===== src/divs_pkg.sv =====
// Package for the pipelined 64-bit signed/unsigned divider.
// Holds the word-size constants and the control struct carried down the pipeline.
// No dependencies.
package divs_pkg;

  localparam int DIVS_WORD_BITS  = 64;
  localparam int DIVS_FIELD_BITS = 64;

  localparam logic DIVS_OP_UNSIGNED = 1'b0;
  localparam logic DIVS_OP_SIGNED   = 1'b1;

  typedef struct packed {
    logic neg_q;
    logic neg_r;
    logic dz;
  } divs_ctl_t;

endpackage


===== src/divs_pre.sv =====
// Entry stage: truncates operands to the word size, takes magnitudes in signed mode
// and flags a zero divisor. Depends on divs_pkg.
module divs_pre
  import divs_pkg::*;
#(
  parameter int W = DIVS_WORD_BITS
) (
  input  logic                       clk,
  input  logic                       rst_n,
  input  logic                       adv,
  input  logic                       valid_i,
  input  logic                       op_i,
  input  logic [DIVS_FIELD_BITS-1:0] dividend_i,
  input  logic [DIVS_FIELD_BITS-1:0] divisor_i,
  output logic                       valid_o,
  output logic [W-1:0]               n_o,
  output logic [W-1:0]               d_o,
  output divs_ctl_t                  ctl_o
);

  logic            valid_r;
  logic [W-1:0]    n_r, d_r;
  divs_ctl_t       ctl_r;
  logic [W-1:0]    a, b, n_nxt, d_nxt;
  logic            neg_a, neg_b;
  divs_ctl_t       ctl_nxt;

  always_comb begin
    a     = dividend_i[W-1:0];
    b     = divisor_i[W-1:0];
    neg_a = (op_i == DIVS_OP_SIGNED) && a[W-1];
    neg_b = (op_i == DIVS_OP_SIGNED) && b[W-1];
    n_nxt = neg_a ? W'(~a + 1'b1) : a;
    d_nxt = neg_b ? W'(~b + 1'b1) : b;
    ctl_nxt.neg_q = neg_a ^ neg_b;
    ctl_nxt.neg_r = neg_a;
    ctl_nxt.dz    = (b == '0);
  end

  always_ff @(posedge clk) begin
    if (!rst_n) begin
      valid_r <= 1'b0;
    end else if (adv) begin
      valid_r <= valid_i;
    end
  end

  always_ff @(posedge clk) begin
    if (adv) begin
      n_r   <= n_nxt;
      d_r   <= d_nxt;
      ctl_r <= ctl_nxt;
    end
  end

  assign valid_o = valid_r;
  assign n_o     = n_r;
  assign d_o     = d_r;
  assign ctl_o   = ctl_r;

endmodule


===== config.mk =====
export PLATFORM = sky130hd
export DESIGN_NAME = divs_pre
export DESIGN_NICKNAME = d
export VERILOG_FILES = /design/src/divs_pkg.sv /design/src/divs_pre.sv
export SDC_FILE = /design/constraint.sdc
export NUM_CORES = 1
export LEC_CHECK = 0
export BUFFER_PORTS_ARGS = -buffer_cell sky130_fd_sc_hd__buf_2
export CAP_MARGIN = 10
export CORE_MARGIN = 2
export CORE_UTILIZATION = 45
export CTS_CLUSTER_DIAMETER = 80
export DETAILED_ROUTE_END_ITERATION = 8
export GPL_TIMING_DRIVEN = 0
export PLACE_DENSITY_LB_ADDON = 0.12
export SYNTH_ARGS = -nofsm -noshare
export SYNTH_HDL_FRONTEND = slang
export SYNTH_SLANG_ARGS = --single-unit

===== constraint.sdc =====
create_clock -name clk -period 6 [get_ports clk]
set_input_delay 1.2 -clock clk [delete_from_list [all_inputs] [get_ports clk]]
set_output_delay 1.2 -clock clk [all_outputs]
set_load 0.01 [all_outputs]

==> metrics.md <==
| Metric | Value |
|---|---|
| Status | `finished clean` |
| Area added between synthesis and finish | `30.01%` |
| Top delay family on crit path | `simple AND/OR/NAND/NOR gates` |
| Worst Setup EP | `d_o[60]` |
| Final setup viols | `0` |
| Top post-synthesis cells by area | `edfxtp_1 (56%), xor2_1 (11%), xnor2_1 (3.9%)` |
| Routed vias | `a little over 6000` |
| I/O Pins | `265` |
| Hold Worst Slack | `0.5166 ns` |
| Area of the core | `15200 sq um` |
| WP data required | `6.16 ns` |
| Final min period | `approximately 3.4 ns` |
| Yosys top cell area share | `55.99%` |
| Rows | `45` |
| CTS resizes | `0` |
| Total Routing Usage GR | `23.37%` |
| Crit-path max FO | `7` |
| Post-synth top flop | `edfxtp_1` |
| CP Buf/Inv Count | `1` |
| DR vias/cell | `between 5 and 6` |
| Setup total negative slack | `0 ns` |
| Global placement routability congestion | `0.8405` |
| FF+latch count, synth | `132` |
| Pleak | `3.739 nW` |
| CTS tree | `built` |
| Post-synth top area cell | `edfxtp_1` |
| Mapped Area | `roughly 7000 sq um` |
| WL met3 | `1.823 mm` |
| Setup Crit Path Kind | `in2reg` |
| Met2 Wirelength | `9.899 mm` |
| Root buf cell | `clkbuf_16` |
| Initial antenna violation count | `1` |
| Final worst-path cycle share | `57.06%` |
| Final hold vios | `0` |
| Slew margin rel. | `between 30% and 40%` |
| Mapped Avg Cell Area | `11.46 sq um` |
| Skew final | `0 ns` |
| CP max-delay cell | `nor3_1` |
| VDD IR-drop max | `189.0 uV` |
| Hold buffers post-CTS | `0` |
| Share of layout cells above drive strength 1 | `about 33%` |
| Ys async rst share | `0%` |
| Largest net degree at the start of global routing | `82` |
| Final Slew Violations | `0` |
| PortBufs | `262` |
| CTS buffer count | `17` |
| # nets final | `just over 1000` |
| RSZ-0062 raised after global routing | `no` |
| Wire per inst | `17.98 um` |
| Slowest stage delay, CP | `0.84 ns` |
| Worst R2R Start | `valid_o` |
| Critical path, cell by cell | `buf_2 > nor4_1 > nand4_1 > nor3_1 > a21oi_1 > xor2_1` |
| Pwr dens | `274.5 nW/um^2` |
| Yosys warns | `0` |
| CTS max path bufs | `2` |
| Reg-to-reg setup timing slack | `5.41 ns` |
| Max-Cap Viols | `0` |
| CP startpoint | `divisor_i[32]` |
| Die X | `129.0 um` |
| Die H | `129.0 um` |
| Type of origin of the critical path | `input port` |
| Critical Path AT | `3.58 ns` |
| Mapped Cells | `613` |
| Initial Utilization | `46.21%` |
| First-pass GRT wire length | `29.77 mm` |
| Worst-Margin Slew | `just over 1 ns` |
| Drt drc | `0` |
| Routed WL | `between 15 and 20 mm` |
| CP Capture Type | `flop` |
| Top Metal Used | `met4` |
| Post-synth top cells | `edfxtp_1 (131), xor2_1 (92), nor2_1 (65), a21oi_1 (48), nor4_1 (33)` |
| ANT nets after route | `0` |
| Die Area | `approximately 17000 sq um` |
| Clock-pin slew on the worst setup and hold paths | `0.05 ns` |
| Post-synth EDFFs | `131` |
| Synth cell types | `40` |
| DP Wirelength | `roughly 15 mm` |
| Worst Reg-to-Reg Cells | `2` |
| CTS HTree Levels | `4` |
| Vias in the first global route | `5870` |
| Seq/Total Area, Yosys | `56.28%` |
| Postcts setup bufs | `0` |
| First-pass DRT Iterations | `5` |
| Worst-skew pair later-pin latency | `0.42 ns` |
| Reg-to-Reg End | `valid_o` |
| Most frequent cell after synthesis | `edfxtp_1` |
| Gr ovfl total | `0` |
| Initial drt markers | `387` |
| Cell count along the critical path | `6` |
| Syn nets | `748` |
| Met1 Wirelength | `7.607 mm` |
| Ant diodes | `0` |
| F_max | `292.1 MHz` |
| Class of the tightest hold or removal check | `reg2reg` |
| CTS sink cnt | `between 100 and 150` |
## kinds of logic (layout without fill, tap and decap cells)
| kind of cell | Yosys count | in the layout | synth area share, % |
|---|---|---|---|
| and+or+nand+nor | 219 | 219 | 17.29 |
| DFF | 132 | 132 | 56.28 |
| xor gates and xnor gates | 123 | 123 | 15.33 |
| AOI/OAI and AO/OA | 105 | 105 | 8.727 |
| buffers and inverters | 31 | 323 | 1.870 |
| adders and majority gates | 2 | 2 | 0.3561 |
| muxes | 1 | 1 | 0.1425 |
## worst min-delay path: cells and delay by family, from the launching register on
family | cells | cell delay [ns]
muxes | 1 | 0.07
DFF | 1 | 0.32
and+or+nand+nor | 1 | 0.09
## registers in the layout, indices dropped and copies added (netlist names)
name     cells
n_o         64
ctl_o        3
valid_o      1
d_o         64
## cell usage in the layout, fill, tap and decap left out, drive strengths merged
master,count
buf,268
nor2,65
or2,4
xor2,92
nand3b,3
xnor2,31
a41oi,1
nand4b,1
a31oi,29
and2,3
clkbuf,37
or4,12
o21ai,10
nand4,7
nand2,23
nor4,36
o31ai,11
o41ai,4
nor4b,4
bufinv,2
and4,1
a21oi,48
clkinv,6
or3b,1
dfxtp,1
nor3,30
edfxtp,131
a21boi,2
ha,2
nor3b,5
nand3,9
or3,6
mux2i,1
inv,10
nand2b,4
nor2b,3
and3,2
## final cells by class
| type | instances | area [sq um] |
|---|---|---|
| repair buffers | 263 | 1345 |
| clock buffers | 21 | 440.4 |
| fillers | 1324 | 6068 |
| flip-flops and latches | 132 | 3954 |
| multi-input cells | 450 | 2940 |
| plain buffers | 21 | 93.84 |
| well taps | 188 | 235.2 |
| inverters | 10 | 37.54 |
| clock inverters | 8 | 87.58 |
## worst min path at each step
stage                     startpoint      end  slack (ns)  cells past startpoint
after floorplan              valid_o  valid_o        0.54                      2
after global placement       valid_o  valid_o        0.49                      2
after detailed placement     valid_o  valid_o        0.51                      2
after CTS                    valid_o  valid_o        0.52                      2
after global routing         valid_o  valid_o        0.57                      2
final                        valid_o  valid_o        0.52                      2
## metal layers
| metal | GRT usage [%] | vias up |
|---|---|---|
| li1 | - | 2874 |
| met1 | 27.39 | 2852 |
| met2 | 40.24 | 279 |
| met3 | 7.692 | 29 |
| met4 | 8.376 | 0 |
| met5 | 0 | - |
## where the power goes
group	internal (mW)	switching (mW)	total, mW
registers	1.13	0.0226	1.15
clock network	0.597	0.367	0.964
logic	0.156	0.233	0.389
total	1.88	0.622	2.51
## stage by stage
| stage | utilization [%] | instance area (sq um) | cells | setup slack, ns | total power, mW |
|---|---|---|---|---|---|
| 2_1_floorplan | - | 7025 | 613 | 2.655 | 1.343 |
| 6_report | 60.08 | 9134 | 1093 | 2.576 | 2.507 |
| 5_1_grt | 60.08 | 9134 | 1093 | 2.508 | 2.603 |
| 3_5_place_dp | 56.61 | 8606 | 1064 | 2.216 | 1.563 |
| 3_3_place_gp | 56.39 | 8572 | 1063 | 2.196 | 1.555 |
| 4_1_cts | 60.08 | 9134 | 1093 | 2.630 | 2.523 |
No activity file was read; power rests on OpenSTA's default activity.
