--- config.mk ---
export PLATFORM = sky130hd
export DESIGN_NAME = divs_step
export DESIGN_NICKNAME = d
export VERILOG_FILES = /design/src/divs_pkg.sv /design/src/divs_step.sv
export SDC_FILE = /design/constraint.sdc
export NUM_CORES = 1
export LEC_CHECK = 0
export BUFFER_PORTS_ARGS = -buffer_cell sky130_fd_sc_hd__buf_4
export CAP_MARGIN = 10
export CORE_ASPECT_RATIO = 0.9
export CORE_MARGIN = 10
export CORE_UTILIZATION = 50
export CTS_BUF_LIST = sky130_fd_sc_hd__clkbuf_4 sky130_fd_sc_hd__clkbuf_8 sky130_fd_sc_hd__clkbuf_16
export DETAILED_ROUTE_END_ITERATION = 7
export PLACE_DENSITY = 0.81
export RECOVER_POWER = 100
export SYNTH_ARGS = -nofsm -noshare
export SYNTH_HDL_FRONTEND = slang
export SYNTH_SLANG_ARGS = --single-unit
--- constraint.sdc ---
create_clock -name clk -period 4.27 [get_ports clk]
set_clock_uncertainty 0.1 [all_clocks]
set_input_delay 0.427 -clock clk [delete_from_list [all_inputs] [get_ports clk]]
set_output_delay 0.427 -clock clk [all_outputs]
set_load 0.01 [all_outputs]
--- src/divs_pkg.sv ---
// Package for the pipelined 64-bit signed/unsigned divider.
// Holds the word-size constants and the control struct carried down the pipeline.
// No dependencies.
package divs_pkg;

  localparam int DIVS_WORD_BITS  = 64;
  localparam int DIVS_FIELD_BITS = 64;

  localparam logic DIVS_OP_UNSIGNED = 1'b0;
  localparam logic DIVS_OP_SIGNED   = 1'b1;

  typedef struct packed {
    logic neg_q;
    logic neg_r;
    logic dz;
  } divs_ctl_t;

endpackage

--- src/divs_step.sv ---
// One restoring shift-subtract step of the divider pipeline, with its stage register.
// The dividend shifts out of the top of nq while quotient bits shift in at the bottom.
// Depends on divs_pkg.
module divs_step
  import divs_pkg::*;
#(
  parameter int W = DIVS_WORD_BITS
) (
  input  logic         clk,
  input  logic         rst_n,
  input  logic         adv,
  input  logic         valid_i,
  input  logic [W-1:0] r_i,
  input  logic [W-1:0] nq_i,
  input  logic [W-1:0] d_i,
  input  divs_ctl_t    ctl_i,
  output logic         valid_o,
  output logic [W-1:0] r_o,
  output logic [W-1:0] nq_o,
  output logic [W-1:0] d_o,
  output divs_ctl_t    ctl_o
);

  logic         valid_r;
  logic [W-1:0] r_r, nq_r, d_r;
  divs_ctl_t    ctl_r;
  logic [W:0]   rs, diff;
  logic         ge;
  logic [W-1:0] r_nxt, nq_nxt;

  always_comb begin
    rs     = {r_i, nq_i[W-1]};
    ge     = (rs >= {1'b0, d_i});
    diff   = rs - {1'b0, d_i};
    r_nxt  = ge ? diff[W-1:0] : rs[W-1:0];
    nq_nxt = {nq_i[W-2:0], ge};
  end

  always_ff @(posedge clk) begin
    if (!rst_n) begin
      valid_r <= 1'b0;
    end else if (adv) begin
      valid_r <= valid_i;
    end
  end

  always_ff @(posedge clk) begin
    if (adv) begin
      r_r   <= r_nxt;
      nq_r  <= nq_nxt;
      d_r   <= d_i;
      ctl_r <= ctl_i;
    end
  end

  assign valid_o = valid_r;
  assign r_o     = r_r;
  assign nq_o    = nq_r;
  assign d_o     = d_r;
  assign ctl_o   = ctl_r;

endmodule

==> impl_metrics.env <==
export IMPL_power_leakage_uw=0.00561
export IMPL_die_h_um=159
export IMPL_num_rows=50
export IMPL_core_area_mm2=0.0210
export IMPL_wl_per_cell_um=21.1
export IMPL_rr_worst_depth=2
export IMPL_yosys_area_share_xor_xnor_pct=4.65
export IMPL_area_growth_pct=27.6
export IMPL_multi_input_area_mm2=0.00436
export IMPL_synth_compound_area_share_pct=16.9
export IMPL_grt_pass1_vias=8937
export IMPL_end_kind="flop"
export IMPL_overflow=0
export IMPL_holdBufCountCts=0
export IMPL_p_comb_share_pct=24.2
export IMPL_synth_edf_count=195
export IMPL_slowest_stage="a21boi_0"
export IMPL_synth_seq_area_share_pct=54.7
export IMPL_syn_area_mm2=0.0107
export IMPL_max_freq_ghz=0.264
export IMPL_dieArea_mm2=0.0278
export IMPL_synth_top_flop_cell="edfxtp_1"
export IMPL_final_cell_mix="228 x clkbuf_1, 195 x edfxtp_1, 112 x a21oi_1, 104 x clkbuf_4, 83 x nor2_1"
export IMPL_rsz0062_at_grt="false"
export IMPL_final_core_utilization_pct=65.4
export IMPL_synth_adder_area_share_pct=7.64
export IMPL_r2r_end="valid_o$_SDFFE_PN0P_"
export IMPL_clk_latency_ns=0.43
export IMPL_drtIter0Drc=734
export IMPL_status="finished with violations"
export IMPL_viasPerCell=5.46
export IMPL_crit_start="d_i[6]"
export IMPL_ir_drop_mv=0.221
export IMPL_violations="capacitance limit, slew limit"
export IMPL_clk_pin_slew_ns=0.08
export IMPL_fillerInstances=1856
export IMPL_hpwlAfterDp_um=27800
export IMPL_vias=8978
export IMPL_crit_arrival_ns=3.85
export IMPL_gp_congestion=0.915
export IMPL_cts_tree="built"
export IMPL_fin_crit_sh_pct=88.7
export IMPL_cp_max_fo=46
export IMPL_drv_slew=153
export IMPL_cts_buffers=17
export IMPL_p_per_area_mw_per_mm2=392
export IMPL_hold_viol=0
export IMPL_ios=395
export IMPL_synthMuxAreaShare_pct=1.76
export IMPL_h_tree_depth=4
export IMPL_crit_end="r_o[39]$_DFFE_PP_"
export IMPL_rr_startpoint="valid_o$_SDFFE_PN0P_"
export IMPL_grt_pass1_wl_um=51900
export IMPL_grtUsageTotal_pct=23.7
export IMPL_antenna_found_initial=2
export IMPL_synth_nets=1214
export IMPL_clock_root_buffer="clkbuf_16"
export IMPL_cts_sinks=196
export IMPL_drt_wl_total_um=34600
export IMPL_grt_max_degree=79
export IMPL_cpPeakStageDelay_ns=0.61
export IMPL_drive_above_1_share_pct=18.0
export IMPL_cts_setup_buffers=0
export IMPL_port_buffers=394
export IMPL_worstSetupPathType="input pin to flop"
export IMPL_ant_nets=0
export IMPL_ys_ff_latch=196
export IMPL_drt_first_pass_iters=5
export IMPL_synth_top_family_by_area="compound AO/OA/AOI/OAI gates"
export IMPL_layout_commonest_cell="clkbuf_1"
export IMPL_min_period_ns=3.79
export IMPL_p_int_uw=3740
export IMPL_die_x_um=175
export IMPL_startpoint_type="input pin"
export IMPL_power_switching_uw=1650
export IMPL_syn_instance_count=950
export IMPL_initial_core_util_pct=51.3
export IMPL_synth_cell_types=67
export IMPL_min_path_type="input pin to flop"
export IMPL_r2r_setup_slack_ns=3.55
export IMPL_fin_setup_tns_ns=0
export IMPL_yosysWarnings=0
export IMPL_pwr_share_clk_pct=30.8
export IMPL_yosys_area_share_simple_pct=9.89
export IMPL_sw_frac_of_total_pct=30.6
export IMPL_sequentialPowerShare_pct=45.0
export IMPL_drc=0
export IMPL_tightestPinTransition_ns=2.01
export IMPL_avgSynthCellArea_um2=11.3
export IMPL_final_seq_area_mm2=0.00588
export IMPL_cts_resized=0
export IMPL_drv_cap=2
export IMPL_async_flop_share_pct=0
export IMPL_slew_headroom_pct=-33.9
export IMPL_critical_path_required_ns=4.34
export IMPL_clockBufferDepth=2
export IMPL_path_cells="clkbuf_4 > inv_1 > ha_1 > a211oi_1 > o211ai_1 > a21boi_0 > a2111oi_4 > nor3_2 > o21ai_2 > a31o_2 > a21o_4 > clkbuf_2 > nor2_1 > a21oi_1"
export IMPL_finalSetupViolCount=0
export IMPL_nNetsFinal=1607
==> worst max-delay path, delay by kind of cell <==
| family | cells | cell delay [ns] |
|---|---|---|
| AO/OA/AOI/OAI | 8 | 2.23 |
| buffers and inverters | 3 | 0.47 |
| AND/OR/NAND/NOR | 2 | 0.37 |
| adder cells (fa/ha/maj) | 1 | 0.35 |
==> stage by stage <==
stage / std cells / hold WS, ns / cell area (um^2) / worst slack [ns] / power (uW)
finish: 1644 / 0.0928 / 13700 / 0.483 / 5380
global route: 1644 / 0.0680 / 13700 / 0.286 / 5610
CTS: 1642 / 0.0507 / 14600 / 0.763 / 5590
global placement: 1610 / 0.398 / 14000 / 0.369 / 3910
detailed placement: 1610 / 0.442 / 14000 / 0.313 / 3940
floorplan: 950 / 0.426 / 10700 / 1.03 / 3230
==> power groups by stage <==
stage | clock network [uW] | logic [uW] | registers [uW]
6_report | 1660 | 1300 | 2420
5_1_grt | 1750 | 1420 | 2440
4_1_cts | 1680 | 1480 | 2420
3_5_place_dp | 0 | 1470 | 2460
3_3_place_gp | 0 | 1450 | 2460
2_1_floorplan | 0 | 653 | 2570
==> state kept, by name, indices dropped and copies added (netlist names) <==
signal / flops
d_o: 64
ctl_o: 3
nq_o: 64
r_o: 64
valid_o: 1
==> cell usage after synthesis (5+ instances only) <==
cell type  count  share of area, %
xnor2_1       37               3.0
xor2_1        20               1.6
a21o_1        37               2.6
ha_1          64               7.5
and3_1         5              0.29
nand2_1       60               2.1
nor2b_1        6              0.35
o21a_1        12              0.84
and2_1         5              0.29
nand3_1       11              0.51
nor3_1         8              0.37
edfxtp_1     195                55
a21oi_2       12              0.98
nand4_1       15              0.87
a21oi_1      111               5.2
or3_1          7              0.41
mux2_1        14               1.5
inv_1         79               2.8
o21ai_0       41               1.9
clkbuf_1      14              0.49
a211oi_1       6              0.42
buf_2         12              0.56
nor2_2        10              0.58
o21bai_1      11              0.77
nor2_1        76               2.7
==> cell type report <==
type | instances | share of cell area (%)
clock inverter | 14 | 1.32
multi-input combinational | 641 | 31.8
sequential | 196 | 42.8
timing repair buffer | 408 | 16.0
antenna | 2 | 0.0365
inverter | 79 | 2.16
clock buffer | 18 | 3.16
tap | 286 | 2.61
==> worst min-delay path by stage <==
stage,startpoint,to,slack (ns),cells after the start
finish,ctl_i[2],ctl_o[2]$_DFFE_PP_,0.09,1
global placement,valid_o$_SDFFE_PN0P_,valid_o$_SDFFE_PN0P_,0.40,2
CTS,ctl_i[2],ctl_o[2]$_DFFE_PP_,0.05,1
floorplan,ctl_i[0],ctl_o[0]$_DFFE_PP_,0.43,0
detailed placement,valid_o$_SDFFE_PN0P_,valid_o$_SDFFE_PN0P_,0.44,2
global route,nq_i[5],nq_o[6]$_DFFE_PP_,0.07,1
==> logic make-up after synthesis <==
family                   Yosys count
AO/OA/AOI/OAI                    278
XOR/XNOR                          57
adder cells (fa/ha/maj)           65
buffers and inverters            113
flip-flops                       196
multiplexers                      17
AND/OR/NAND/NOR                  224
==> routing by layer <==
layer  track usage, %  wire length [um]  vias up
met5                0                 0        -
met4             7.09               905        0
met3             7.60              2940       56
met2             41.8             17400      423
met1             26.8             13400     4221
li1                 -                 -     4278
Power figures use the tool's default switching activity.
