--- src/divs_pkg.sv ---
// Package for the pipelined 64-bit signed/unsigned divider.
// Holds the word-size constants and the control struct carried down the pipeline.
// No dependencies.
package divs_pkg;

  localparam int DIVS_WORD_BITS  = 64;
  localparam int DIVS_FIELD_BITS = 64;

  localparam logic DIVS_OP_UNSIGNED = 1'b0;
  localparam logic DIVS_OP_SIGNED   = 1'b1;

  typedef struct packed {
    logic neg_q;
    logic neg_r;
    logic dz;
  } divs_ctl_t;

endpackage

--- src/divs_post.sv ---
// Exit stage: restores the signs of quotient and remainder and zeroes both on a
// zero divisor. Depends on divs_pkg.
module divs_post
  import divs_pkg::*;
#(
  parameter int W = DIVS_WORD_BITS
) (
  input  logic                       clk,
  input  logic                       rst_n,
  input  logic                       adv,
  input  logic                       valid_i,
  input  logic [W-1:0]               q_i,
  input  logic [W-1:0]               r_i,
  input  divs_ctl_t                  ctl_i,
  output logic                       valid_o,
  output logic [DIVS_FIELD_BITS-1:0] quotient_o,
  output logic [DIVS_FIELD_BITS-1:0] remainder_o,
  output logic                       dz_o
);

  logic                       valid_r;
  logic [DIVS_FIELD_BITS-1:0] q_r, rem_r;
  logic                       dz_r;
  logic [W-1:0]               q_s, r_s;

  always_comb begin
    q_s = ctl_i.neg_q ? W'(~q_i + 1'b1) : q_i;
    r_s = ctl_i.neg_r ? W'(~r_i + 1'b1) : r_i;
    if (ctl_i.dz) begin
      q_s = '0;
      r_s = '0;
    end
  end

  always_ff @(posedge clk) begin
    if (!rst_n) begin
      valid_r <= 1'b0;
    end else if (adv) begin
      valid_r <= valid_i;
    end
  end

  always_ff @(posedge clk) begin
    if (adv) begin
      q_r   <= DIVS_FIELD_BITS'(q_s);
      rem_r <= DIVS_FIELD_BITS'(r_s);
      dz_r  <= ctl_i.dz;
    end
  end

  assign valid_o     = valid_r;
  assign quotient_o  = q_r;
  assign remainder_o = rem_r;
  assign dz_o        = dz_r;

endmodule

--- config.mk ---
export PLATFORM = sky130hd
export DESIGN_NAME = divs_post
export DESIGN_NICKNAME = d
export VERILOG_FILES = /design/src/divs_pkg.sv /design/src/divs_post.sv
export SDC_FILE = /design/constraint.sdc
export NUM_CORES = 1
export LEC_CHECK = 0
export ABC_AREA = 1
export BUFFER_PORTS_ARGS = -buffer_cell sky130_fd_sc_hd__buf_4
export CORE_UTILIZATION = 36
export CTS_CLUSTER_DIAMETER = 30
export CTS_CLUSTER_SIZE = 12
export DETAILED_ROUTE_END_ITERATION = 8
export MAX_ROUTING_LAYER = met4
export PLACE_DENSITY = 0.68
export SLEW_MARGIN = 20
export SYNTH_ARGS = -nofsm -noshare
export SYNTH_HDL_FRONTEND = slang
export SYNTH_SLANG_ARGS = --single-unit
--- constraint.sdc ---
create_clock -name clk -period 1.8 [get_ports clk]
set_input_delay 0.09 -clock clk [delete_from_list [all_inputs] [get_ports clk]]
set_output_delay 0.09 -clock clk [all_outputs]
set_load 0.01 [all_outputs]
==> out/summary.md, run 1 <==
In the layout the commonest cells are sky130_fd_sc_hd__nand2_1, sky130_fd_sc_hd__nor2_1, sky130_fd_sc_hd__buf_4. The first-pass GRT wire length was 50700 um. The repair_antennas step left the layout with diodes totalling 0.

For this design the top-level I/O count stands at 265. The highest cell delay on the worst timing path was 0.55 ns; the post-layout minimum cycle time was 1.71 ns. The classification of the worst setup path is in2reg.

From synthesis to final layout, the design area changed by 40.8%. The count of buffers inserted at the top-level ports was 264; the width of the chip was 159 um. The flow ran to the end, and the final reports show no timing, DRC or antenna violations. The cell row count came out at 57. The logs give 0 for the initial antenna violation count and 8920 um2 for the summed instance area of the synthesized netlist. The post-detailed-route count of antenna-violating nets was 0; the reported leakage power was 5.42 nW. In this run the worst hold path is classified as in2reg. The maximum vdd drop was 468 uV; the DRC violation total after the first TritonRoute iteration was 694. The die boundary height came out at 159 um. Using the TritonRoute via totals, the vias-per-cell ratio works out to 5.00.

Detailed placement finished with a half-perimeter wire length of 25600 um. The clock drives 130 sinks. The worst register-to-register path begins at valid_o$_SDFFE_PN0P_. The relative max-transition margin is 58.8%, and the total grt overflow is 0.

The synthesized design contains 129 enable-type register cells. The accumulated negative setup slack is 0 ns. The worst register-to-register path ends at valid_o$_SDFFE_PN0P_.

The kind of capture point of the worst setup path is a register. Worst reg-to-reg path cell count: 3. After detailed routing, the average wire length per cell comes to 17.1 um.

Synthesis produced 1276 cells. The total detailed-routing wirelength came out at 32900 um. The tools report the worst-case hold path end point as quotient_o[41]$_SDFFCE_PP0P_.

For the worst slack at placement, the log shows -0.0162 ns. The hold path startpoint is q_i[41]. The floorplan step defined a die boundary enclosing 25400 um2. STA classifies the critical path startpoint as a primary input. The arrival time at the worst endpoint was 1.89 ns; the number of nets produced by synthesis was 1413.

The run gives 1863 as the cell count after placement. For the final database, setup skew stands at 0 ns. For this configuration, the core starts out at a cell density of 36.7%. Entering global routing, the biggest net connects 86 pins. Yosys printed 0 warnings. Setup repair after global routing could not meet its margin everywhere.

In the global route stage, overall resource usage came out at 26.8%. Timing would allow up to 0.585 GHz. For the clock buffer count from CTS, the log shows 17. Walking the worst path, the cells encountered are dlygate4sd3_1 > buf_4 > nor2_1 > nand2_2 > nor2_4 > nand2_2 > nor2_4 > nand3b_1 > a21oi_1 > nor2_1. The clock passes through at most 2 buffers. The pre-antenna-repair detailed-routing pass consisted of 5 iterations. The final routed DRC violation total was 0. The clock latency at the later pin of the worst-skew pair came out at 0.41 ns. The number of standard cells in the layout, taps in and fillers out was 1931. In the final design database the tool counted 1731 nets.

Deepest level of the CTS H-tree: 4. The post-route netlist has 25.7% of its cells at a drive strength greater than 1. TritonCTS built the clock tree. Across all layers, the routed design uses 9649 vias.

The actual slew at the worst max-slew pin came out at 0.619 ns. Along the worst hold path, the cell count comes to 3. In this run, distinct cell masters in the synthesized netlist total 33. Number of global-route vias before repair: 9418.

Number of max-slew violations in the final report: 0. The clock edge transition at the registers on the reported setup and hold paths is 0.07 ns. The congestion estimate from routability-driven global placement came to 0.991.

The post-synthesis async set-or-reset flop share was 0%; the part of the cycle the worst path needs was 94.9%. Max-cap violations in this run came to 0. The primary flip-flop cell chosen by synthesis mapping was sky130_fd_sc_hd__edfxtp_1.

The final setup violation count was 0; the mean area per synthesized cell was 6.99 um2. The library cell used most frequently in the layout, excluding fill and tap cells, is sky130_fd_sc_hd__nand2_1. The clock tree root buffer cell is sky130_fd_sc_hd__clkbuf_16.

The number of storage elements in the synthesis netlist is 130, and the floorplan core area is 24300 um2. Setup slack closes at 0.0917 ns. The run gives 0.61 ns as the setup slack on the worst flop-to-flop path. For the portion of the post-synthesis area used by sequential elements, the log shows 43.7%.

The final total power is 9.52 mW. In this run the worst path has a maximum fanout of 6. The number of failing hold endpoints at the final stage is 0.

On the critical path, the stage with the largest delay is an instance of sky130_fd_sc_hd__dlygate4sd3_1. At the worst endpoint, the required time is 1.98 ns. The total power density per cell area was 758 nW/um2.
-- worst max-delay path by stage --
| stage | startpoint | endpoint | depth (start not counted) |
|---|---|---|---|
| 5_1_grt | q_i[5] | quotient_o[57]$_SDFFCE_PP0P_ | 10 |
| 2_1_floorplan | q_i[0] | quotient_o[62]$_SDFFCE_PP0P_ | 11 |
| 4_1_cts | q_i[2] | quotient_o[47]$_SDFFCE_PP0P_ | 10 |
| 6_report | q_i[2] | quotient_o[57]$_SDFFCE_PP0P_ | 10 |
| 3_5_place_dp | q_i[0] | quotient_o[48]$_SDFFCE_PP0P_ | 10 |
| 3_3_place_gp | q_i[0] | quotient_o[48]$_SDFFCE_PP0P_ | 10 |
-- stage by stage --
stage | instance area, um2 | hold WS (ns) | utilization (%)
after global routing | 12600 | 0.00772 | 51.6
final | 12600 | 0.0174 | 51.6
after global placement | 11400 | 0.327 | 47.0
after CTS | 12400 | 0.00174 | 50.9
after detailed placement | 11400 | 0.339 | 47.0
after floorplan | 8920 | 0.183 | -
-- synthesized netlist by cell type (3+ instances only) --
cell type | n | area share (%)
sky130_fd_sc_hd__nor2_1 | 338 | 14
sky130_fd_sc_hd__nand2_1 | 333 | 14
sky130_fd_sc_hd__edfxtp_1 | 129 | 43
sky130_fd_sc_hd__inv_1 | 102 | 4.3
sky130_fd_sc_hd__a21oi_1 | 93 | 5.2
sky130_fd_sc_hd__nand3_1 | 75 | 4.2
sky130_fd_sc_hd__o21ai_0 | 74 | 4.2
sky130_fd_sc_hd__nand2_2 | 13 | 0.91
sky130_fd_sc_hd__nand4_1 | 12 | 0.84
sky130_fd_sc_hd__nor2_4 | 11 | 1.4
sky130_fd_sc_hd__clkbuf_1 | 9 | 0.38
sky130_fd_sc_hd__nor2_2 | 9 | 0.63
sky130_fd_sc_hd__buf_4 | 8 | 0.67
sky130_fd_sc_hd__nor3_1 | 8 | 0.45
sky130_fd_sc_hd__buf_2 | 7 | 0.39
sky130_fd_sc_hd__o21ai_1 | 7 | 0.39
sky130_fd_sc_hd__buf_1 | 6 | 0.25
sky130_fd_sc_hd__inv_2 | 5 | 0.21
sky130_fd_sc_hd__nand2_4 | 5 | 0.63
sky130_fd_sc_hd__nand3b_1 | 5 | 0.42
sky130_fd_sc_hd__o21ai_2 | 5 | 0.49
sky130_fd_sc_hd__and2_1 | 4 | 0.28
sky130_fd_sc_hd__nand3_2 | 4 | 0.45
sky130_fd_sc_hd__o21a_1 | 3 | 0.25
-- timing repair --
| action | 4_1_cts | 5_1_grt |
|---|---|---|
| buffers inserted | 0 | 5 |
| resized for setup | 0 | 42 |
| endpoints found under the setup margin | 0 | 48 |
| hold buffers | 31 | 0 |
| hold endpoints to repair | 30 | 0 |
-- routing by layer --
metal	wire [um]	part of all wire [%]	vias to the layer above	global-route usage (%)
met5	0	0	-	-
met4	568	1.7	0	6.60
met3	2150	6.5	31	3.83
met2	16000	49	397	45.7
met1	14200	43	4399	33.5
li1	-	-	4822	-
-- critical path, delay by kind of cell --
| kind | cells | cell delay, ns |
|---|---|---|
| AOI/OAI and AO/OA | 1 | 0.15 |
| buffers and inverters | 2 | 0.70 |
| and+or+nand+nor | 7 | 0.96 |
-- report_power, final --
group          switching (mW)  internal, mW  leakage (nW)
logic                    1.09         0.826          3.87
clock network            1.43          2.45         0.300
registers              0.0916          3.63          1.25
-- cell families after synthesis --
kind of cell / synth area share (%)
adders and majority gates: 0.281
AOI/OAI and AO/OA: 10.9
and+or+nand+nor: 38.9
DFF: 43.7
buffers and inverters: 6.20
-- flip-flops by register name (all words and copies together), names as in the netlist --
| register | cells |
|---|---|
| quotient_o | 64 |
| dz_o | 1 |
| valid_o | 1 |
| remainder_o | 64 |
-- layout make-up --
class                           instances  area (um2)
Fill cell                            2470       11800
Clock buffer                           17         425
Timing Repair Buffer                  329        2610
Clock inverter                         15         214
Sequential cell                       130        3890
Inverter                              107         402
Multi-Input combinational cell       1009        4610
Tap cell                              324         405
Note: power is estimated with default switching activity, not from simulation.
==> run 2: changes to the inputs <==
- ABC_AREA: 1 -> not set
- PLACE_DENSITY: 0.68 -> 0.69
==> run 2 against run 1 <==
Effect of this change:
- the run now ends with setup timing left
- worst setup slack got worse by 0.56 ns
- non-clock buffer count rose by 188
- sequential power rose by 1%
- final cell count fell by 16%
- worst hold slack improved by 0.0028 ns
- sequential share of layout area fell by 3.5 points
- maximum frequency fell by 25%
- register-to-register slack improved by 0.03 ns
- largest power group is now sequential cells
==> out/summary.md, run 2 <==
The run finished, with violations left. The final reports fail on setup timing. The smallest clock period supported by the final layout is computed as 2.27 ns. The post-synthesis async set-or-reset flop share is 0%. By count the netlist is led by sky130_fd_sc_hd__edfxtp_1, sky130_fd_sc_hd__nor2_1, sky130_fd_sc_hd__xor2_1, sky130_fd_sc_hd__clkbuf_1, sky130_fd_sc_hd__nor3_1.

From synthesis to final layout, the design area changed by 69.6%. The clock buffer count from CTS was 17; the fraction of layout cells with a size suffix above 1 was 50.6%. The number of standard cells in the layout, taps in and fillers out was 1627; the reported leakage power was 5.94 nW.

The number of enable-type register cells in the synthesized netlist works out to 129. The number of buffer and inverter stages on the critical path is 3. Of all nets on the critical path, the largest fanout is 4. Setup violations remaining at the end of the flow were counted as 46.

Walking the worst path, the cells encountered are buf_6 > or4_4 > buf_6 > or4_4 > or3_4 > buf_6 > o31a_1 > mux2_4. The final routed DRC violation total was 0. The logs give 0 for the initial antenna violation count and 0 for the total grt overflow.

The tools report the final standard cell area without fillers as 14100 um2. The logs give 0 for the post-detailed-route count of antenna-violating nets and 36.8% for the starting density of the core. The worst path uses 126% of the clock period. The number of diodes is 0, and the number of failing hold endpoints at the final stage is 0.

In the synthesized netlist, the number of instances is 848. The setup slack of the critical path after layout is -0.465 ns. The clock tree root buffer cell was sky130_fd_sc_hd__clkbuf_16. Area of the die: 23800 um2. The most used standard cell by instance count after synthesis was sky130_fd_sc_hd__edfxtp_1.

Number of warnings reported in the yosys synthesis log: 0. In the final timing run, aggregate negative setup slack is -12.31 ns. The logs give 12600 um2 for the total placed instance area and 0.42 ns for the clock latency at the later pin of the worst-skew pair. The tool flagged a number of max-cap violations equal to 0. The total detailed-routing wirelength is 30600 um, and the die boundary height is 154 um.

The TritonCTS sink count came out at 130. Primary flip-flop cell chosen by synthesis mapping: sky130_fd_sc_hd__edfxtp_1. The proportion of netlist area held by the largest area contributor is 46.5%. The startpoint identified for the worst register-to-register timing path is valid_o$_SDFFE_PN0P_. The mean area per synthesized cell works out to 9.83 um2. The tools report the kind of launch point of the worst setup path as a primary input. On the critical path the largest part of the delay comes from simple AND/OR/NAND/NOR gates. The run gives 985 as the number of nets produced by synthesis. Worst slack at placement: -1.02 ns. Fill cells in the final layout number 1763.

For the worst setup path, the data arrival time is 2.44 ns. Counting cells, the worst reg-to-reg path comes to 3. The area taken by flip-flops and latches was 3890 um2. The worst hold path belongs to the class in2reg. The logs give 25.7% for the overall global routing resource usage and 1466 for the number of nets in the layout.

The maximum frequency from static timing analysis was 0.442 GHz. For the deepest level of the CTS H-tree, the log shows 4. In the post-synthesis netlist, the biggest area contributors are sky130_fd_sc_hd__edfxtp_1, sky130_fd_sc_hd__xor2_1, sky130_fd_sc_hd__nor2_1, sky130_fd_sc_hd__o41ai_1, sky130_fd_sc_hd__mux2_2.

Summed over all nets, the half-perimeter wirelength after detailed placement is 21000 um. The worst setup path is captured at a register. The critical path is of the in2reg type. Once placement completed, the tool counted placed cells totaling 1565.

For this run, the slowest stage of the critical path takes 0.55 ns. The cell row count is 55. The number of storage elements in the synthesis netlist came out at 130. The global placement routability congestion is 0.939, and the final core area utilization is 62.4%. The final route contains 8954 vias.

Dominant cell type by area after synthesis: sky130_fd_sc_hd__edfxtp_1. The library cell used most frequently in the layout, excluding fill and tap cells, is sky130_fd_sc_hd__buf_4. On the final layout, the worst hold slack is 0.0202 ns. Entering global routing, the biggest net connects 87 pins.

The final total power was 9.63 mW; the vias per cell was 5.50. The cell that appears most often on the critical path is sky130_fd_sc_hd__buf_6. Port buffering added 264 buffers. The number of max-slew violations in the final report is 0, and the clock edge transition at the registers on the reported setup and hold paths is 0.06 ns. The relative max-transition margin came out at 63.6%. The library cells used most frequently in the layout, excluding fill and tap cells, are sky130_fd_sc_hd__buf_4, sky130_fd_sc_hd__edfxtp_1, sky130_fd_sc_hd__nor2_1.

The cell count of the worst hold path was 3; the maximum vdd drop was 408 uV. Total power density per cell area: 681 nW/um2. Tracing the worst setup path back leads to its startpoint at q_i[10]. TritonCTS built the clock tree. The first routing iteration left 684 violations.

Portion of the post-synthesis area used by sequential elements: 46.7%. The maximum clock skew at final layout is 0 ns, and the summed instance area of the synthesized netlist is 8330 um2. Setup repair after global routing could not meet its margin everywhere. The synthesized netlist contains 54 unique library cells.

The number of optimization iterations in the first detailed-route pass was 7; the critical path depth in cells was 8. Total area of multi-input combinational cells: 5080 um2. In this run the most critical hold path is launched from r_i[38]. The tools report the floorplan core area as 22600 um2. The die is 154 um wide. First-pass GRT wire length: 46200 um. The logs give 2 for the maximum clock insertion buffer count and 8579 for the number of global-route vias before repair. The required time reported for the critical path endpoint was 1.97 ns.

On the critical path, the stage with the largest delay is an instance of sky130_fd_sc_hd__or4_4. In the final routed layout, each cell accounts on average for 18.8 um. The actual slew at the worst max-slew pin was 0.546 ns. The number of top-level pins came out at 265.
==> run 2: cell types whose count changed after synthesis, moves of 40 or more <==
cell | before | now
sky130_fd_sc_hd__nand2_1 | 333 | 36
sky130_fd_sc_hd__o21ai_0 | 74 | 34
sky130_fd_sc_hd__xor2_1 | 0 | 70
sky130_fd_sc_hd__a21oi_1 | 93 | 23
sky130_fd_sc_hd__nand3_1 | 75 | 24
sky130_fd_sc_hd__nor2_1 | 338 | 112
sky130_fd_sc_hd__inv_1 | 102 | 11
==> run 2: layout make-up <==
class                      instances  share of cell area [%]
multi-input combinational        652                    36.0
timing repair buffer             517                    29.3
sequential                       130                    27.5
clock buffer                      18                    3.04
tap                              285                    2.52
clock inverter                    14                    1.27
inverter                          11                   0.328
==> run 2: power by group <==
group	switching, mW	internal (mW)
sequential	0.0996	3.66
clock	1.51	2.20
combinational	1.05	1.11
total	2.66	6.97
==> run 2: layer usage <==
metal,vias up,track usage (%),wire [um]
li1,4212,-,-
met1,4356,32.8,13200
met2,326,41.2,14800
met3,60,3.83,1810
met4,0,9.71,772
met5,-,-,0
==> run 2: worst paths after layout <==
path                              endpoint  slack [ns]
max           quotient_o[42]$_SDFFCE_PP0P_       -0.47
min          remainder_o[38]$_SDFFCE_PP0P_        0.02
max reg2reg           valid_o$_SDFFE_PN0P_        0.64
min reg2reg           valid_o$_SDFFE_PN0P_        1.06
==> run 2: tightest hold or removal path, stage by stage <==
cell and delay, ns:
sky130_fd_sc_hd__buf_4 0.11, sky130_fd_sc_hd__xor2_1 0.06, sky130_fd_sc_hd__nor2_1 0.07
==> run 2: timing repair <==
action                                 in CTS  in global routing
endpoints found under the hold margin       1                  0
gates cloned                                1                  0
setup endpoints to repair                  44                 58
pin swaps                                  26                 33
buffers inserted                            9                 20
hold buffers                                2                  0
resized for setup                          61                 62
==> run 2: logic make-up after synthesis <==
logic type,count (synthesis),share of synthesized area [%]
buffers and inverters,66,3.03
and+or+nand+nor,399,25.9
DFF,130,46.7
adders and majority gates,2,0.300
muxes,34,4.41
AOI/OAI and AO/OA,145,12.1
xor gates and xnor gates,72,7.57
==> run 3: changes to the inputs <==
- CORE_ASPECT_RATIO: not set -> 0.75
==> run 3 against run 2 <==
Effect of this change:
- the flow still finishes with violations (setup timing)
- non-clock buffer count grew 2
- clock power grew 4%
- die area is essentially flat
- sequential share of layout area shrank 0.073 points
- first-iteration DRC count shrank 1.5%
- critical path type unchanged
- critical endpoint unchanged
- largest power group is now clock
- highest routed layer unchanged
==> out/summary.md, run 3 (synthesis results as in run 2) <==
Summed over all cells, the static leakage comes to 5.97 nW. Highest layer used for signal routing: met4. Entering global routing, the biggest net connects 60 pins.

The worst hold path was traced through 3 stages. For the starting density of the core, the log shows 37.2%. Of all nets on the critical path, the largest fanout is 5. The run gives 0 as the total grt overflow.

In this run the critical register-to-register path is captured at valid_o$_SDFFE_PN0P_. The worst-case hold path end point was remainder_o[28]$_SDFFCE_PP0P_. Once layout is done, the placed cells without fillers occupy 14200 um2. In the routed design, unresolved DRC markers number 0. Detailed placement ended at an HPWL of 22000 um. For the area of the die, the log shows 23800 um2. The run gives 130 as the TritonCTS sink count. The number of global-route vias before repair was 8600; the overall via count from detail_route was 9023. TritonCTS built the clock tree. For this block, the routed nets add up to 30500 um of wire. Commonest non-fill, non-tap cell in the layout: sky130_fd_sc_hd__buf_4. Counting the buffers created by CTS gives 17. The maximum frequency from static timing analysis is 0.443 GHz, and the deepest level of the CTS H-tree is 4. The floorplan step set the die width to 178 um. The actual slew at the worst max-slew pin came out at 0.529 ns. Wire segments on met3 add up to 2350 um in the final route. The cell row count was 47. The DRC violation total after the first TritonRoute iteration was 674; the floorplan core area was 22400 um2. Of the total power, the clock network draws 39.5%. The clock arrives with 0 ns of skew. The pre-antenna-repair detailed-routing pass consisted of 5 iterations. The flow ran to the end, but the final reports show violations. Of the total power, the share spent switching nets is 26.1%. The part of the cycle the worst path needs came out at 125%. Count of maximum capacitance violations: 0. In the final timing run, aggregate negative setup slack is -12.43 ns.

The tools report the post-detailed-route count of antenna-violating nets as 0. Across all register-to-register paths, the minimum setup slack is 0.63 ns. The number of top-level pins came out at 265. The worst register-to-register path begins at valid_o$_SDFFE_PN0P_. In this run the most critical hold path is launched from r_i[28]. The total power density per cell area was 690 nW/um2. The final setup violation count is 44.

The clock reaches the later pin of the worst-skew pair after 0.42 ns. The clock edge transition at the registers on the reported setup and hold paths works out to 0.06 ns. The tools report the kind of capture point of the worst setup path as a register. The post-layout minimum cycle time is 2.26 ns. The kind of launch point of the worst setup path is a primary input. The routed design uses 13600 um of met2 wire.

The detailed router put a total of 14200 um of wire on met1. The floorplan step set the die height to 134 um. The logs give 25.8% for the overall global routing resource usage and 12700 um2 for the total placed instance area. STA puts the critical path data required time at 1.97 ns. In the layout the commonest cells are sky130_fd_sc_hd__buf_4, sky130_fd_sc_hd__edfxtp_1, sky130_fd_sc_hd__nor2_1. The number of diodes came out at 0. The run gives 1468 as the number of nets in the layout. Setup repair after global routing could not meet its margin everywhere. The critical path is of the in2reg type.

Summed over all nets, the switching power comes to 2.55 mW. The tools report the clock tree root buffer cell as sky130_fd_sc_hd__clkbuf_16. The final reports fail on setup timing.

The number of failing hold endpoints at the final stage came out at 0. Measured on the finished design, the core utilization comes to 63.3%. The worst reg-to-reg path cell count is 3, and the relative max-transition margin is 64.5%.

Layout overhead on the synthesized area: 70.0%. Of the total power, combinational logic draws 22.1%. The proportion of power drawn by flip-flops and latches came out at 38.4%.

Using the TritonRoute via totals, the vias-per-cell ratio works out to 5.51. The count of buffers added on input and output ports is 264. Counting the fill cells in the layout gives 1746. In this run the worst hold path is classified as in2reg. The first global-routing pass estimated 46200 um of wire. The per-cell routed wire length is 18.6 um, and the arrival time at the worst endpoint is 2.43 ns. The number of max-slew violations in the final report was 0; the maximum vdd drop was 585 uV. No sink is reached through more buffers than the 2 on the longest clock path. The setup slack of the critical path after layout is -0.458 ns. For the initial antenna violation count, the log shows 0. The internal power of the cells totals 7.23 mW.

The global placement routability congestion is 0.930. The post-route netlist has 50.3% of its cells at a drive strength greater than 1.
run 3: area by class of cell:
class                   instances  area (um2)  share of cell area, %
repair buffers                519        4170                   29.4
well taps                     294         368                   2.60
clock buffers                  18         429                   3.03
inverters                      11        46.3                  0.327
clock inverters                13         209                   1.47
flip-flops and latches        130        3890                   27.5
multi-input cells             652        5050                   35.7
run 3: power groups by stage:
| stage | Clock (mW) | Sequential, mW | Combinational, mW |
|---|---|---|---|
| after global placement | 0 | 3.81 | 2.01 |
| final | 3.86 | 3.76 | 2.16 |
| after global routing | 4.01 | 3.78 | 2.32 |
| after detailed placement | 0 | 3.81 | 2.04 |
| after floorplan | 0 | 3.95 | 0.600 |
| after CTS | 3.92 | 3.76 | 2.10 |
run 3: how the worst max path moves through the flow:
stage / from / end / slack (ns) / cells after the start
after floorplan: q_i[10] / quotient_o[55]$_SDFFCE_PP0P_ / -0.87 / 7
after global placement: q_i[0] / quotient_o[55]$_SDFFCE_PP0P_ / -1.02 / 6
after detailed placement: q_i[0] / quotient_o[55]$_SDFFCE_PP0P_ / -1.05 / 6
after CTS: q_i[10] / quotient_o[55]$_SDFFCE_PP0P_ / -0.45 / 6
after global routing: q_i[5] / quotient_o[55]$_SDFFCE_PP0P_ / -0.46 / 6
final: q_i[10] / quotient_o[42]$_SDFFCE_PP0P_ / -0.46 / 8
run 3: timing repair:
| item | CTS | global route |
|---|---|---|
| hold endpoints to repair | 1 | 0 |
| pin swaps | 30 | 42 |
| buffers inserted | 11 | 15 |
| resized for setup | 66 | 52 |
| gates cloned | 1 | 0 |
| hold buffers | 2 | 0 |
| setup endpoints to repair | 46 | 56 |
run 3: worst max-delay path, stage by stage:
cell and delay, ns:
sky130_fd_sc_hd__buf_6 0.09, sky130_fd_sc_hd__or4_4 0.56, sky130_fd_sc_hd__buf_6 0.14, sky130_fd_sc_hd__or4_4 0.49
sky130_fd_sc_hd__or3_4 0.43, sky130_fd_sc_hd__buf_6 0.13, sky130_fd_sc_hd__o31a_1 0.23, sky130_fd_sc_hd__mux2_2 0.26
run 3: per-layer routing:
metal  vias to the layer above  track usage (%)
met2                       398             37.8
met3                        19             4.59
met1                      4391             37.1
li1                       4215                -
met4                         0             5.18
met5                         -                -
run 3: through the flow:
step | hold WS (ns) | setup WS [ns] | power (mW) | cells
finish | 0.0203 | -0.458 | 9.78 | 1637
floorplan | 0.189 | -0.866 | 4.55 | 848
detailed placement | 0.319 | -1.05 | 5.85 | 1581
global placement | 0.305 | -1.02 | 5.82 | 1581
global route | 0.0327 | -0.460 | 10.1 | 1637
CTS | 0.00188 | -0.447 | 9.77 | 1625
